--- config.mk ---
export PLATFORM = sky130hd
export DESIGN_NAME = tmac_cell
export DESIGN_NICKNAME = d
export VERILOG_FILES = /design/src/rtl/core/tmac_pkg.sv /design/src/rtl/core/tmac_ram.sv /design/src/rtl/core/tmac_cell.sv
export SDC_FILE = /design/constraint.sdc
export NUM_CORES = 1
export LEC_CHECK = 0
export BUFFER_PORTS_ARGS = -buffer_cell sky130_fd_sc_hd__buf_2
export CORE_MARGIN = 3
export CORE_UTILIZATION = 28
export CTS_BUF_LIST = sky130_fd_sc_hd__clkbuf_4
export DETAILED_ROUTE_END_ITERATION = 8
export GPL_TIMING_DRIVEN = 0
export PLACE_DENSITY_LB_ADDON = 0.3
export SYNTH_ARGS = -nofsm -noshare
export SYNTH_HDL_FRONTEND = slang
export SYNTH_SLANG_ARGS = --single-unit
--- constraint.sdc ---
create_clock -name clk_i -period 8.7 [get_ports clk_i]
set_clock_uncertainty 0.2 [all_clocks]
set_input_delay 1.305 -clock clk_i [delete_from_list [all_inputs] [get_ports clk_i]]
set_output_delay 1.305 -clock clk_i [all_outputs]
set_load 0.02 [all_outputs]
--- src/rtl/core/tmac_pkg.sv ---
// ----------------------------------------------------------------------------
// tmac_pkg
// Shared types, item kinds and arithmetic helpers for the int8 tile MAC.
// ----------------------------------------------------------------------------
`default_nettype none

package tmac_pkg;

  // Columns carried by one payload (four 64-bit words, two columns each)
  localparam int unsigned PAY_COLS = 8;

  // Item kinds
  localparam logic [1:0] KIND_LOAD = 2'd0;
  localparam logic [1:0] KIND_MAC  = 2'd1;
  localparam logic [1:0] KIND_READ = 2'd2;

  // Input transaction
  typedef struct packed {
    logic [1:0]  kind;
    logic [3:0]  row;
    logic [31:0] a_quad;
    logic [63:0] pay0;
    logic [63:0] pay1;
    logic [63:0] pay2;
    logic [63:0] pay3;
  } in_item_t;

  // Output transaction
  typedef struct packed {
    logic [3:0]         out_row;
    logic signed [31:0] acc0;
    logic signed [31:0] acc1;
    logic signed [31:0] acc2;
    logic signed [31:0] acc3;
    logic signed [31:0] acc4;
    logic signed [31:0] acc5;
    logic signed [31:0] acc6;
    logic signed [31:0] acc7;
  } out_item_t;

  // Command token passed from cell to cell
  typedef struct packed {
    logic        vld;
    logic        mode;
    logic [1:0]  kind;
    logic [3:0]  row;
    logic [31:0] a_quad;
  } tok_t;

  // Per-cell status back to the controller
  typedef struct packed {
    logic done;
    logic rd_vld;
  } cell_stat_t;

  // Clamp a pair sum to signed 16 bits
  function automatic logic signed [15:0] sat16(input logic signed [17:0] v);
    logic signed [15:0] r;
    if (v > 18'sd32767) begin
      r = 16'sh7fff;
    end else if (v < -18'sd32768) begin
      r = 16'sh8000;
    end else begin
      r = v[15:0];
    end
    return r;
  endfunction

endpackage

`default_nettype wire

--- src/rtl/core/tmac_ram.sv ---
// ----------------------------------------------------------------------------
// tmac_ram
// Generic single-write, single-read RAM with registered read data.
// ----------------------------------------------------------------------------
`default_nettype none

module tmac_ram #(
  parameter int unsigned WIDTH = 32,
  parameter int unsigned DEPTH = 16,
  localparam int unsigned AW = (DEPTH > 1) ? $clog2(DEPTH) : 1
) (
  input  wire logic             clk_i,
  input  wire logic             we_i,
  input  wire logic [AW-1:0]    waddr_i,
  input  wire logic [WIDTH-1:0] wdata_i,
  input  wire logic             re_i,
  input  wire logic [AW-1:0]    raddr_i,
  output logic      [WIDTH-1:0] rdata_o
);

  logic [WIDTH-1:0] mem [DEPTH];
  logic [WIDTH-1:0] rdata_q;

  // write port
  always_ff @(posedge clk_i) begin
    if (we_i) begin
      mem[waddr_i] <= wdata_i;
    end
  end

  // registered read port
  always_ff @(posedge clk_i) begin
    if (re_i) begin
      rdata_q <= mem[raddr_i];
    end
  end

  assign rdata_o = rdata_q;

endmodule

`default_nettype wire

--- src/rtl/core/tmac_cell.sv ---
// ----------------------------------------------------------------------------
// tmac_cell
// One tile column: holds that column's accumulators for every row, forms the
// s8 x u8 quad dot product and updates, loads or reads the addressed row.
// ----------------------------------------------------------------------------
`default_nettype none

module tmac_cell #(
  parameter int unsigned TILE_ROWS = 16
) (
  input  wire logic                clk_i,
  input  wire logic                rst_ni,
  input  wire tmac_pkg::tok_t      tok_i,
  input  wire logic [31:0]         b_word_i,
  output tmac_pkg::tok_t           tok_o,
  output logic [31:0]              acc_o,
  output tmac_pkg::cell_stat_t     stat_o
);

  localparam int unsigned AW = (TILE_ROWS > 1) ? $clog2(TILE_ROWS) : 1;

  tmac_pkg::tok_t     s1_q;
  logic signed [16:0] prod_q [4];
  logic [7:0]         row0_ext;
  logic [7:0]         row1_ext;
  logic [AW-1:0]      addr0;
  logic [AW-1:0]      addr1;
  logic [31:0]        rdata;
  logic signed [17:0] lo_sum;
  logic signed [17:0] hi_sum;
  logic signed [15:0] lo_sat;
  logic signed [15:0] hi_sat;
  logic signed [16:0] dot;
  logic [31:0]        acc_new;
  logic               is_load;
  logic               is_mac;
  logic               we;
  logic [AW-1:0]      waddr;
  logic [31:0]        wdata;

  // row addresses of the entering token and of the token in stage 1
  assign row0_ext = {4'd0, tok_i.row};
  assign row1_ext = {4'd0, s1_q.row};
  assign addr0    = row0_ext[AW-1:0];
  assign addr1    = row1_ext[AW-1:0];

  // stage 1 token, also the hand-off to the next cell
  always_ff @(posedge clk_i or negedge rst_ni) begin
    if (!rst_ni) begin
      s1_q <= '0;
    end else begin
      s1_q <= tok_i;
    end
  end

  // stage 0: four signed x unsigned byte products
  always_ff @(posedge clk_i) begin
    if (tok_i.vld) begin
      for (int t = 0; t < 4; t++) begin
        prod_q[t] <= $signed(tok_i.a_quad[8*t +: 8]) * $signed({1'b0, b_word_i[8*t +: 8]});
      end
    end
  end

  // stage 1: pair sums, saturation, accumulate with wrap
  always_comb begin
    lo_sum  = {prod_q[0][16], prod_q[0]} + {prod_q[1][16], prod_q[1]};
    hi_sum  = {prod_q[2][16], prod_q[2]} + {prod_q[3][16], prod_q[3]};
    lo_sat  = tmac_pkg::sat16(lo_sum);
    hi_sat  = tmac_pkg::sat16(hi_sum);
    dot     = {lo_sat[15], lo_sat} + {hi_sat[15], hi_sat};
    acc_new = rdata + {{15{dot[16]}}, dot};
  end

  // write port: loads in stage 0, accumulates in stage 1
  assign is_load = tok_i.vld && (tok_i.kind == tmac_pkg::KIND_LOAD);
  assign is_mac  = s1_q.vld && (s1_q.kind == tmac_pkg::KIND_MAC);
  assign we      = is_load || is_mac;
  assign waddr   = is_load ? addr0 : addr1;
  assign wdata   = is_load ? (tok_i.mode ? b_word_i : 32'd0) : acc_new;

  tmac_ram #(
    .WIDTH (32),
    .DEPTH (TILE_ROWS)
  ) u_ram (
    .clk_i   (clk_i),
    .we_i    (we),
    .waddr_i (waddr),
    .wdata_i (wdata),
    .re_i    (tok_i.vld),
    .raddr_i (addr0),
    .rdata_o (rdata)
  );

  assign tok_o         = s1_q;
  assign acc_o         = rdata;
  assign stat_o.done   = s1_q.vld;
  assign stat_o.rd_vld = s1_q.vld && (s1_q.kind == tmac_pkg::KIND_READ);

endmodule

`default_nettype wire

# --- Word-level counts from Yosys, hierarchy flattened ---
# Memories as Yosys holds them, arrays and structs flattened. A register that Yosys moved wholly into a read port is not among the register bits.
# Cells that the tools add are included.
word_totals:
  mem_bits_rw: 580
  input_bits: 74
  regBits: 40
  wordCells: 37
  romBits: 0
  latchBits: 0
  out_inout_bits: 74
  memories: 2
classes:
  n_reduce_logical: 5
  div_mod_pow: 0
  addsub: 4
  mul: 4
  n_lt_le_gt_ge: 4
  eq_ne: 2
  n_bitwise: 0
  n_mux: 11
  shifts: 0
mem_list:
  columns: ["name", "depth", "width", "read_ports", "rd_clocked_by_memory_dff", "write_ports", "line", "rtl"]
  rows:
  - ["u_ram.mem", 16, 32, 1, 1, 1, "tmac_ram.sv:21", "logic [WIDTH-1:0] mem [DEPTH];"]
  - ["prod_q", 4, 17, 4, 0, 4, "tmac_cell.sv:23", "logic signed [16:0] prod_q [4];"]
op_table:
  columns: ["cell", "n"]
  rows:
  - ["$mul A8 B9 Y17", 4]
  - ["$mux W16", 4]
  - ["$mux W32", 2]
  - ["$add A17 B17 Y18", 2]
  - ["$gt A18 B16 Y1 const B", 2]
  - ["$lt A18 B16 Y1 const B", 2]
  - ["$add A32 B32 Y32", 1]
  - ["$add A16 B16 Y17", 1]
  - ["$mux W1", 4]
  - ["$mux W4", 1]
  - ["$logic_and A1 B1 Y1", 3]
  - ["$eq A2 B1 Y1 const B", 1]
  - ["$eq A2 B2 Y1 const B", 1]
  - ["$logic_not A2 Y1", 1]
  - ["$logic_or A1 B1 Y1", 1]

# --- Longest topological paths before layout ---
# Gate-level depths: netlist of run 1.
# An unclocked memory read counts as a cell.
logic_depth:
  ltp_word: 8
  ltp_mapped: 32
  mapped_depth_nobuf: 31

# --- Hierarchy ---
# Synthesis of run 1 repeated with hierarchy kept, for this count alone.
unflattened:
  hier_cells: 2553
  hier_area_um2: 36115.9
modules_own_cells:
  columns: ["module", "area_each_um2", "n_inst", "seq_area_each_um2", "cells_per_inst"]
  rows:
  - ["tmac_ram", 20174.3, 1, 16335.7, 838]
  - ["tmac_cell", 15941.5, 1, 3042.9, 1715]

# --- Worst setup path after synthesis of run 1 ---
# OpenSTA, ideal clock, no wires.
synth_path:
  path_type: "register -> register"
  startpoint: "memory prod_q[3][0]"
  endpoint: "memory u_ram.mem[0][31] (data pin)"
  path_buffers: 2
  stages_incl_launch_ff: 33
  period_less_slack_ns: 8.821
  arrival_ns: 8.291
  t_required_ns: 8.170
  setup_slack_ns: -0.121
  setup_time_ns: 0.330
  cell_sequence: "edfxtp_1 -> ha_1 -> fa_1 -> a211oi_1 -> nor2_1 -> or4_1 -> a21oi_1 -> a21oi_1 -> nor4bb_1 -> nor4_1 -> a41o_1 -> buf_6 -> a21o_1 -> ha_1 -> fa_1 -> a21o_1 -> a21oi_1 -> nor2b_1 -> o41ai_1 -> o2111ai_1 -> a31o_2 -> mux2i_1 -> ha_1 -> clkbuf_1 -> a21oi_1 -> o21ai_0 -> a221oi_1 -> o211ai_1 -> a2111oi_0 -> nor3_1 -> a31oi_1 -> xor3_1 -> o21ai_0"
synth_rtl:
  columns: ["item", "line"]
  rows:
  - ["start: declaration", "tmac_cell.sv:23"]
  - ["end: declaration", "tmac_ram.sv:21"]

==> impl_metrics.csv, run 1 <==
group,metric,value,unit
global_routing,pin_count_of_the_biggest_net_entering_global_routing,82,
timing,layout_min_cycle_time,8.35,ns
final_layout,most-common-layout-cells,"sky130_fd_sc_hd__edfxtp_1 (612), sky130_fd_sc_hd__inv_1 (257), sky130_fd_sc_hd__clkbuf_4 (251)",
clock_tree,tritoncts_num_sinks,652,
die,initial_core_util,0.283,
worst_setup_path,worstPathArrival,9.05,ns
final_layout,finalNetCount,3357,
placement,finalWeightedCongestion,0.826,
final_layout,nFillCells,12600,
die,die_height,366,µm
timing,report.final.hold_viol_count,0,
worst_setup_path,worst_path_largest_cell_delay,0.40,ns
yosys,ys_ff_latch,652,
placement,placement.setup.worst_slack,-1.27,ns
timing,maximum_achievable_frequency,120,MHz
global_routing,initial_antenna_violation_count,18,
global_routing,grt-ovfl-total,0,
worst_setup_path,worstSetupEndpointType,"register",
final_layout,final_layout_size_suffix_gt1_frac,0.235,
yosys,synth-edff-count,612,
status,outcome,"completed",
yosys,ys_seq_area_frac,0.535,
final_layout,mostFrequentLayoutCell,"sky130_fd_sc_hd__edfxtp_1",
hold_path,min-delay-path-class,"in -> reg",
yosys,syn-instance-count,2507,
worst_setup_path,critPathLaunchType,"register",
worst_setup_path,path_class,"reg -> reg",
clock_tree,cts_max_path_buffers,3,
yosys,dominantRegCellSynth,"sky130_fd_sc_hd__edfxtp_1",
clock_tree,cts_tree,"built",
worst_setup_path,crit_path_start,"prod_q[3][1]",
clock_tree,cts_buffers,172,
final_layout,area.growth.synth_to_final,17.6,%
worst_setup_path,critical-path-slowest-cell,"sky130_fd_sc_hd__edfxtp_1",
clock_tree,cts.reportedPaths.clkPinSlew,0.07,ns
yosys,mappedNetlistArea,0.0362,mm²
timing,report.final.setup_viol,0,
timing,pnr_worst_setup_slack,0.348,ns
route,vias_per_cell,4.69,
worst_setup_path,worstPathMaxFanout,11,
clock_tree,htree_num_levels,4,
route,count_of_vias_placed_by_the_detailed_router,22300,
timing,worst-slew-pin-transition,1.26,ns
route,detail-route-antenna-nets,0,
die,chipWidth,366,µm
timing,layout_worst_path_cycle_share,0.960,
yosys,yosysWarnings,0,
route,wl_per_cell,20.7,µm
yosys,mappedNetlistNets,2986,
timing,slew_violations,0,
global_routing,vias_in_the_first_global_route,23100,
route,first_iter_violations,1689,
global_routing,grt_first_pass_wirelength,147,mm
yosys,yosys.cell_types.count,66,
route,detailed_routing_iteration_count_for_the_pre_antenna_repair_pass,5,
placement,dp_hpwl,70.0,mm
route,route.detailed.drc,0,
clock_tree,clkLatencyLatePin,1.11,ns
die,placeableCoreArea,0.128,mm²
clock_tree,root_buffer,"sky130_fd_sc_hd__clkbuf_4",
worst_setup_path,worst-endpoint-required,9.40,ns
final_layout,finish.utilization,0.333,
hold_path,hold_path.startpoint,"tok_i[36]",
placement,placement.io_buffers,137,
die,io_pins,148,
worst_setup_path,worst_r2r_startpoint,"prod_q[3][1]",
die,row_count,131,
run,drv.max_cap_violation_count,0,
yosys,postSynth.asyncResetShare,0.0613,
timing,max_slew_margin,0.158,
route,drt_wl_total,98.5,mm
die,die-area,0.134,mm²
global_routing,total_global_routing_track_utilization,0.150,
yosys,synth_area_per_cell,14.4,µm²
==> through the flow <==
step	setup TNS [ns]	cell area [µm²]	hold slack, ns	instances
after CTS	0	42300	0.00558	4726
after global placement	-647.25	39100	0.624	4373
after floorplan	0	36200	0.617	2507
after global routing	-0.0112	42600	-0.0116	4743
final	0	42600	0.189	4748
after detailed placement	-51.28	39800	0.635	4417
==> per-layer routing <==
metal,up-vias,track usage,share of wire
li1,10100,-,-
met1,11400,0.199,0.44
met2,609,0.241,0.48
met3,144,0.0398,0.069
met4,6,0.0419,0.019
met5,-,0,0.00042
==> worst paths after layout <==
kind | endpoint | cells after the start | slack (ns)
worst max-delay path | u_ram.mem[13][31] | 34 | 0.35
worst min-delay path | tok_o[36] | 1 | 0.19
worst max register to register | u_ram.mem[13][31] | 34 | 0.35
worst min register to register | u_ram.rdata_o[23] | 2 | 0.60
max in group asynchronous | tok_o[18] | 2 | 7.11
min in group asynchronous | addr1[0] | 2 | 0.64
==> cell type report <==
class / count / area, µm² / share of cell area
Buffer: 65 / 262 / 0.00614
Antenna cell: 13 / 32.5 / 0.000764
Timing Repair Buffer: 199 / 1510 / 0.0355
Tap cell: 1729 / 2160 / 0.0508
Multi-Input combinational cell: 1531 / 16000 / 0.375
Clock inverter: 52 / 414 / 0.00972
Clock buffer: 250 / 1880 / 0.0441
Inverter: 257 / 965 / 0.0227
Sequential cell: 652 / 19400 / 0.455
==> what timing repair did <==
action,in CTS,in global routing
resized for setup,12,55
endpoints found under the hold margin,21,0
setup endpoints to repair,160,203
hold buffers,3,0
cloned,0,1
setup buffers,5,9
pin swaps,6,13
==> cells in the mapped netlist, drive strengths merged (20+ instances only) <==
master  instances  area, µm²
edfxtp        612      18400
inv           257        965
ha            253       3170
and2          163       1020
mux4          160       3600
fa            152       3040
nand2         121        454
nor2          104        390
a21oi          77        385
o21ai          76        380
xnor2          74        648
nand3          51        255
clkbuf         47        176
dfrtp          40       1000
a21o           37        278
xor2           32        280
nor3           26        130
o21a           25        188
nand2b         23        144
buf            20       88.8
==> sequential cells by signal, summed over array words and instances (netlist names) <==
name           cells
addr1              4
prod_q            68
stat_o             1
tok_o             35
u_ram.mem        512
u_ram.rdata_o     32
==> critical path: cells and delay by family (launching register included) <==
family,cells,cell delay [ns]
AOI/OAI and AO/OA,15,3.50
xor gates and xnor gates,1,0.40
buffers and inverters,6,0.99
DFF,1,0.40
and+or+nand+nor,7,1.26
muxes,1,0.17
adders and majority gates,4,1.22
==> cells by family (layout without fill, tap and decap cells) <==
kind of cell | after synthesis | after routing | share of synthesized area
other cells | 0 | 13 | 0
simple gates | 536 | 536 | 0.0750
xor+xnor | 107 | 107 | 0.0263
compound gates | 322 | 322 | 0.0582
fa+ha+maj | 405 | 405 | 0.171
mux | 161 | 161 | 0.0998
buf+inv | 324 | 823 | 0.0340
flops | 652 | 652 | 0.535
Power of run 1 is not shown: default switching activity piles up to over one toggle a cycle in this logic, so the estimate is an artifact.
==> run 2: changes to the inputs <==
--- a/config.mk
+++ b/config.mk
@@ -10,8 +10,8 @@
 export CORE_UTILIZATION = 28
 export CTS_BUF_LIST = sky130_fd_sc_hd__clkbuf_4
 export DETAILED_ROUTE_END_ITERATION = 8
-export GPL_TIMING_DRIVEN = 0
 export PLACE_DENSITY_LB_ADDON = 0.3
 export SYNTH_ARGS = -nofsm -noshare
 export SYNTH_HDL_FRONTEND = slang
+export SYNTH_HIERARCHICAL = 1
 export SYNTH_SLANG_ARGS = --single-unit
==> run 2 against run 1 <==
Net effect:
- maximum frequency grew 1.2%
- non-clock buffer count shrank 44
- global-route usage shrank 0.21 points
- sequential cell count is the same
- wire length shrank 1.3%
- sequential share of layout area grew 1.2 points
- critical path depth shrank 2
- register-to-register slack gained 0.099 ns
- via count shrank 0.30%
- largest cell class unchanged
- highest routed layer unchanged
==> impl_metrics.csv, run 2 <==
group,metric,value,unit
status,outcome,"completed",
worst_setup_path,worst-endpoint-required,9.24,ns
yosys,ys_ff_latch,652,
global_routing,total_global_routing_track_utilization,0.148,
route,count_of_vias_placed_by_the_detailed_router,22200,
global_routing,grt_util_met2,0.242,
worst_setup_path,worstSetupEndpointType,"register",
clock_tree,clkLatencyLatePin,1.05,ns
global_routing,pin_count_of_the_biggest_net_entering_global_routing,71,
die,io_pins,148,
placement,dp_hpwl,65.0,mm
yosys,synth_top_cell_by_area,"sky130_fd_sc_hd__edfxtp_1",
final_layout,largest-register,"u_ram/mem",
global_routing,grt-busiest-layer,"met2",
yosys,syn-instance-count,2553,
die,placeableCoreArea,0.128,mm²
final_layout,finalNetCount,3356,
yosys,yosys-top-cells-area,"sky130_fd_sc_hd__edfxtp_1 (51%), sky130_fd_sc_hd__ha_1 (8.8%), sky130_fd_sc_hd__fa_1 (8.4%), sky130_fd_sc_hd__mux4_2 (8.0%), sky130_fd_sc_hd__dfrtp_1 (2.8%)",
worst_setup_path,critPathMostFrequentCell,"sky130_fd_sc_hd__a21oi_1",
yosys,synth_top_cells_by_count,"sky130_fd_sc_hd__edfxtp_1 (612), sky130_fd_sc_hd__inv_1 (256), sky130_fd_sc_hd__ha_1 (253), sky130_fd_sc_hd__nand2_1 (179), sky130_fd_sc_hd__fa_1 (152)",
worst_setup_path,critical-path-slowest-cell,"sky130_fd_sc_hd__or4_1",
global_routing,grt-ovfl-total,0,
route,detailed_routing_iteration_count_for_the_pre_antenna_repair_pass,5,
clock_tree,cts_post_setup_buffers_inserted,0,
global_routing,grtUsageMet1,0.196,
clock_tree,cts_tree,"built",
clock_tree,cts_max_path_buffers,3,
clock_tree,htree_num_levels,4,
yosys,synth_area_per_cell,14.1,µm²
clock_tree,cts.reportedPaths.clkPinSlew,0.07,ns
timing,layout_min_cycle_time,8.25,ns
yosys,synthDominantCellAreaShare,0.509,
timing,grt_setup_unrepaired,"no",
timing,worst-slew-pin-transition,0.939,ns
timing,pnr_worst_setup_slack,0.447,ns
yosys,mappedNetlistNets,3032,
run,drv.max_cap_violation_count,0,
route,vias_per_cell,4.77,
final_layout,final_layout_size_suffix_gt1_frac,0.226,
worst_setup_path,worstPathMaxFanout,16,
clock_tree,tritoncts_num_sinks,652,
final_layout,nFillCells,12800,
global_routing,vias_in_the_first_global_route,23200,
placement,placement.setup.worst_slack,-0.0543,ns
worst_setup_path,worst_path_dominant_cell_family,"compound AO/OA/AOI/OAI gates",
global_routing,grt_first_pass_wirelength,146,mm
yosys,synth-edff-count,612,
timing,report.final.setup_viol,0,
worst_setup_path,critPathLaunchType,"register",
route,drt_wl_total,97.2,mm
timing,max_slew_margin,0.374,
yosys,dominantRegCellSynth,"sky130_fd_sc_hd__edfxtp_1",
clock_tree,root_buffer,"sky130_fd_sc_hd__clkbuf_4",
worst_setup_path,worst_path_largest_cell_delay,0.52,ns
yosys,yosys.cell_types.count,77,
die,row_count,131,
final_layout,most-common-layout-cells,"sky130_fd_sc_hd__edfxtp_1 (612), sky130_fd_sc_hd__inv_1 (256), sky130_fd_sc_hd__ha_1 (253)",
yosys,mappedNetlistArea,0.0361,mm²
worst_setup_path,worstPathArrival,8.80,ns
final_layout,mostFrequentLayoutCell,"sky130_fd_sc_hd__edfxtp_1",
yosys,postSynth.asyncResetShare,0.0613,
die,die_height,365,µm
final_layout,area.growth.synth_to_final,14.8,%
yosys,yosysWarnings,6,
die,initial_core_util,0.282,
yosys,ys_seq_area_frac,0.537,
route,route.detailed.drc,0,
die,die-area,0.133,mm²
final_layout,largest_register_ff_count,512,
clock_tree,cts_buffers,175,
timing,maximum_achievable_frequency,121,MHz
route,detail-route-antenna-nets,0,
route,first_iter_violations,1385,
worst_setup_path,path_class,"reg -> reg",
placement,placement.io_buffers,147,
placement,finalWeightedCongestion,0.833,
global_routing,met3_usage,0.0333,
worst_setup_path,cp.buffers_inverters,0,
timing,slew_violations,0,
route,wl_per_cell,20.9,µm
hold_path,min-delay-path-class,"in -> async",
die,chipWidth,365,µm
yosys,synth_most_common_cell,"sky130_fd_sc_hd__edfxtp_1",
timing,report.final.hold_viol_count,0,
timing,layout_worst_path_cycle_share,0.949,
global_routing,initial_antenna_violation_count,13,
## run 2: changes by cell type in the layout (fill, tap and decap cells not counted), sizes merged, moves of 9 or more
cell and delta:
nor2 -29, a21oi +20, o21a -14, and2 -20
nand2 +58, diode -9, clkbuf -44, a22oi +64
mux4 -32, o21bai +11, clkinv -17, o2111ai -9
a31oi -11
## run 2: path summary, 6_finish.rpt
| path | start | endpoint | slack [ns] | depth (start not counted) |
|---|---|---|---|---|
| worst min-delay path | rst_ni | tok_o[36] | 0.20 | 2 |
| worst max-delay path | prod_q[1][0] | u_ram/mem[8][31] | 0.45 | 32 |
| min in group clk_i | tok_i[34] | addr1[2] | 0.29 | 1 |
| max in group asynchronous | rst_ni | tok_o[20] | 7.49 | 2 |
| worst min register to register | u_ram/mem[10][25] | u_ram/rdata_o[25] | 0.52 | 3 |
| worst max register to register | prod_q[1][0] | u_ram/mem[8][31] | 0.45 | 32 |
## run 2: cell families after synthesis
logic type / Yosys count / share of synthesized area
muxes: 128 / 0.0798
buffers and inverters: 329 / 0.0370
AOI/OAI and AO/OA: 382 / 0.0725
xor gates and xnor gates: 112 / 0.0274
adders and majority gates: 405 / 0.172
DFF: 652 / 0.537
and+or+nand+nor: 545 / 0.0749
## run 2: area by class of cell
cell class	instances	area, µm²	share of cell area
tap	1662	2080	0.0502
sequential	652	19400	0.467
clock buffer	251	1880	0.0454
antenna	4	10.0	0.000241
timing repair buffer	220	1310	0.0315
clock inverter	36	282	0.00679
multi-input combinational	1572	15600	0.375
inverter	256	961	0.0232
## run 2: timing repair
action / in CTS / in global routing
setup endpoints to repair: 11 / 48
hold buffers: 2 / 0
endpoints found under the hold margin: 2 / 0
gates resized for setup: 1 / 4
## run 2: layer usage
layer / share of wire / wire length, µm
met4: 0.015 / 1470
met3: 0.061 / 5900
met2: 0.49 / 47300
met5: 0.00029 / 28
met1: 0.44 / 42500
## run 2: metrics by stage
step / hold WS (ns) / instances / util / setup TNS [ns] / area, µm²
after CTS: 0.0639 / 4649 / 0.324 / 0 / 41400
final: 0.196 / 4653 / 0.324 / 0 / 41500
after global placement: 0.529 / 4360 / 0.307 / 0 / 39200
after detailed placement: 0.535 / 4360 / 0.307 / -0.862 / 39200
after global routing: 0.135 / 4652 / 0.324 / 0 / 41500
after floorplan: 0.510 / 2553 / - / 0 / 36100
## run 2: worst register-to-register path: cells and delay by family, from the launching register on
family / cells / cell delay, ns
AND/OR/NAND/NOR: 3 / 0.76
AO/OA/AOI/OAI: 22 / 4.95
adder cells (fa/ha/maj): 4 / 1.24
XOR/XNOR: 3 / 0.49
flip-flops: 1 / 0.38
Power of run 2 is left out for the same reason.
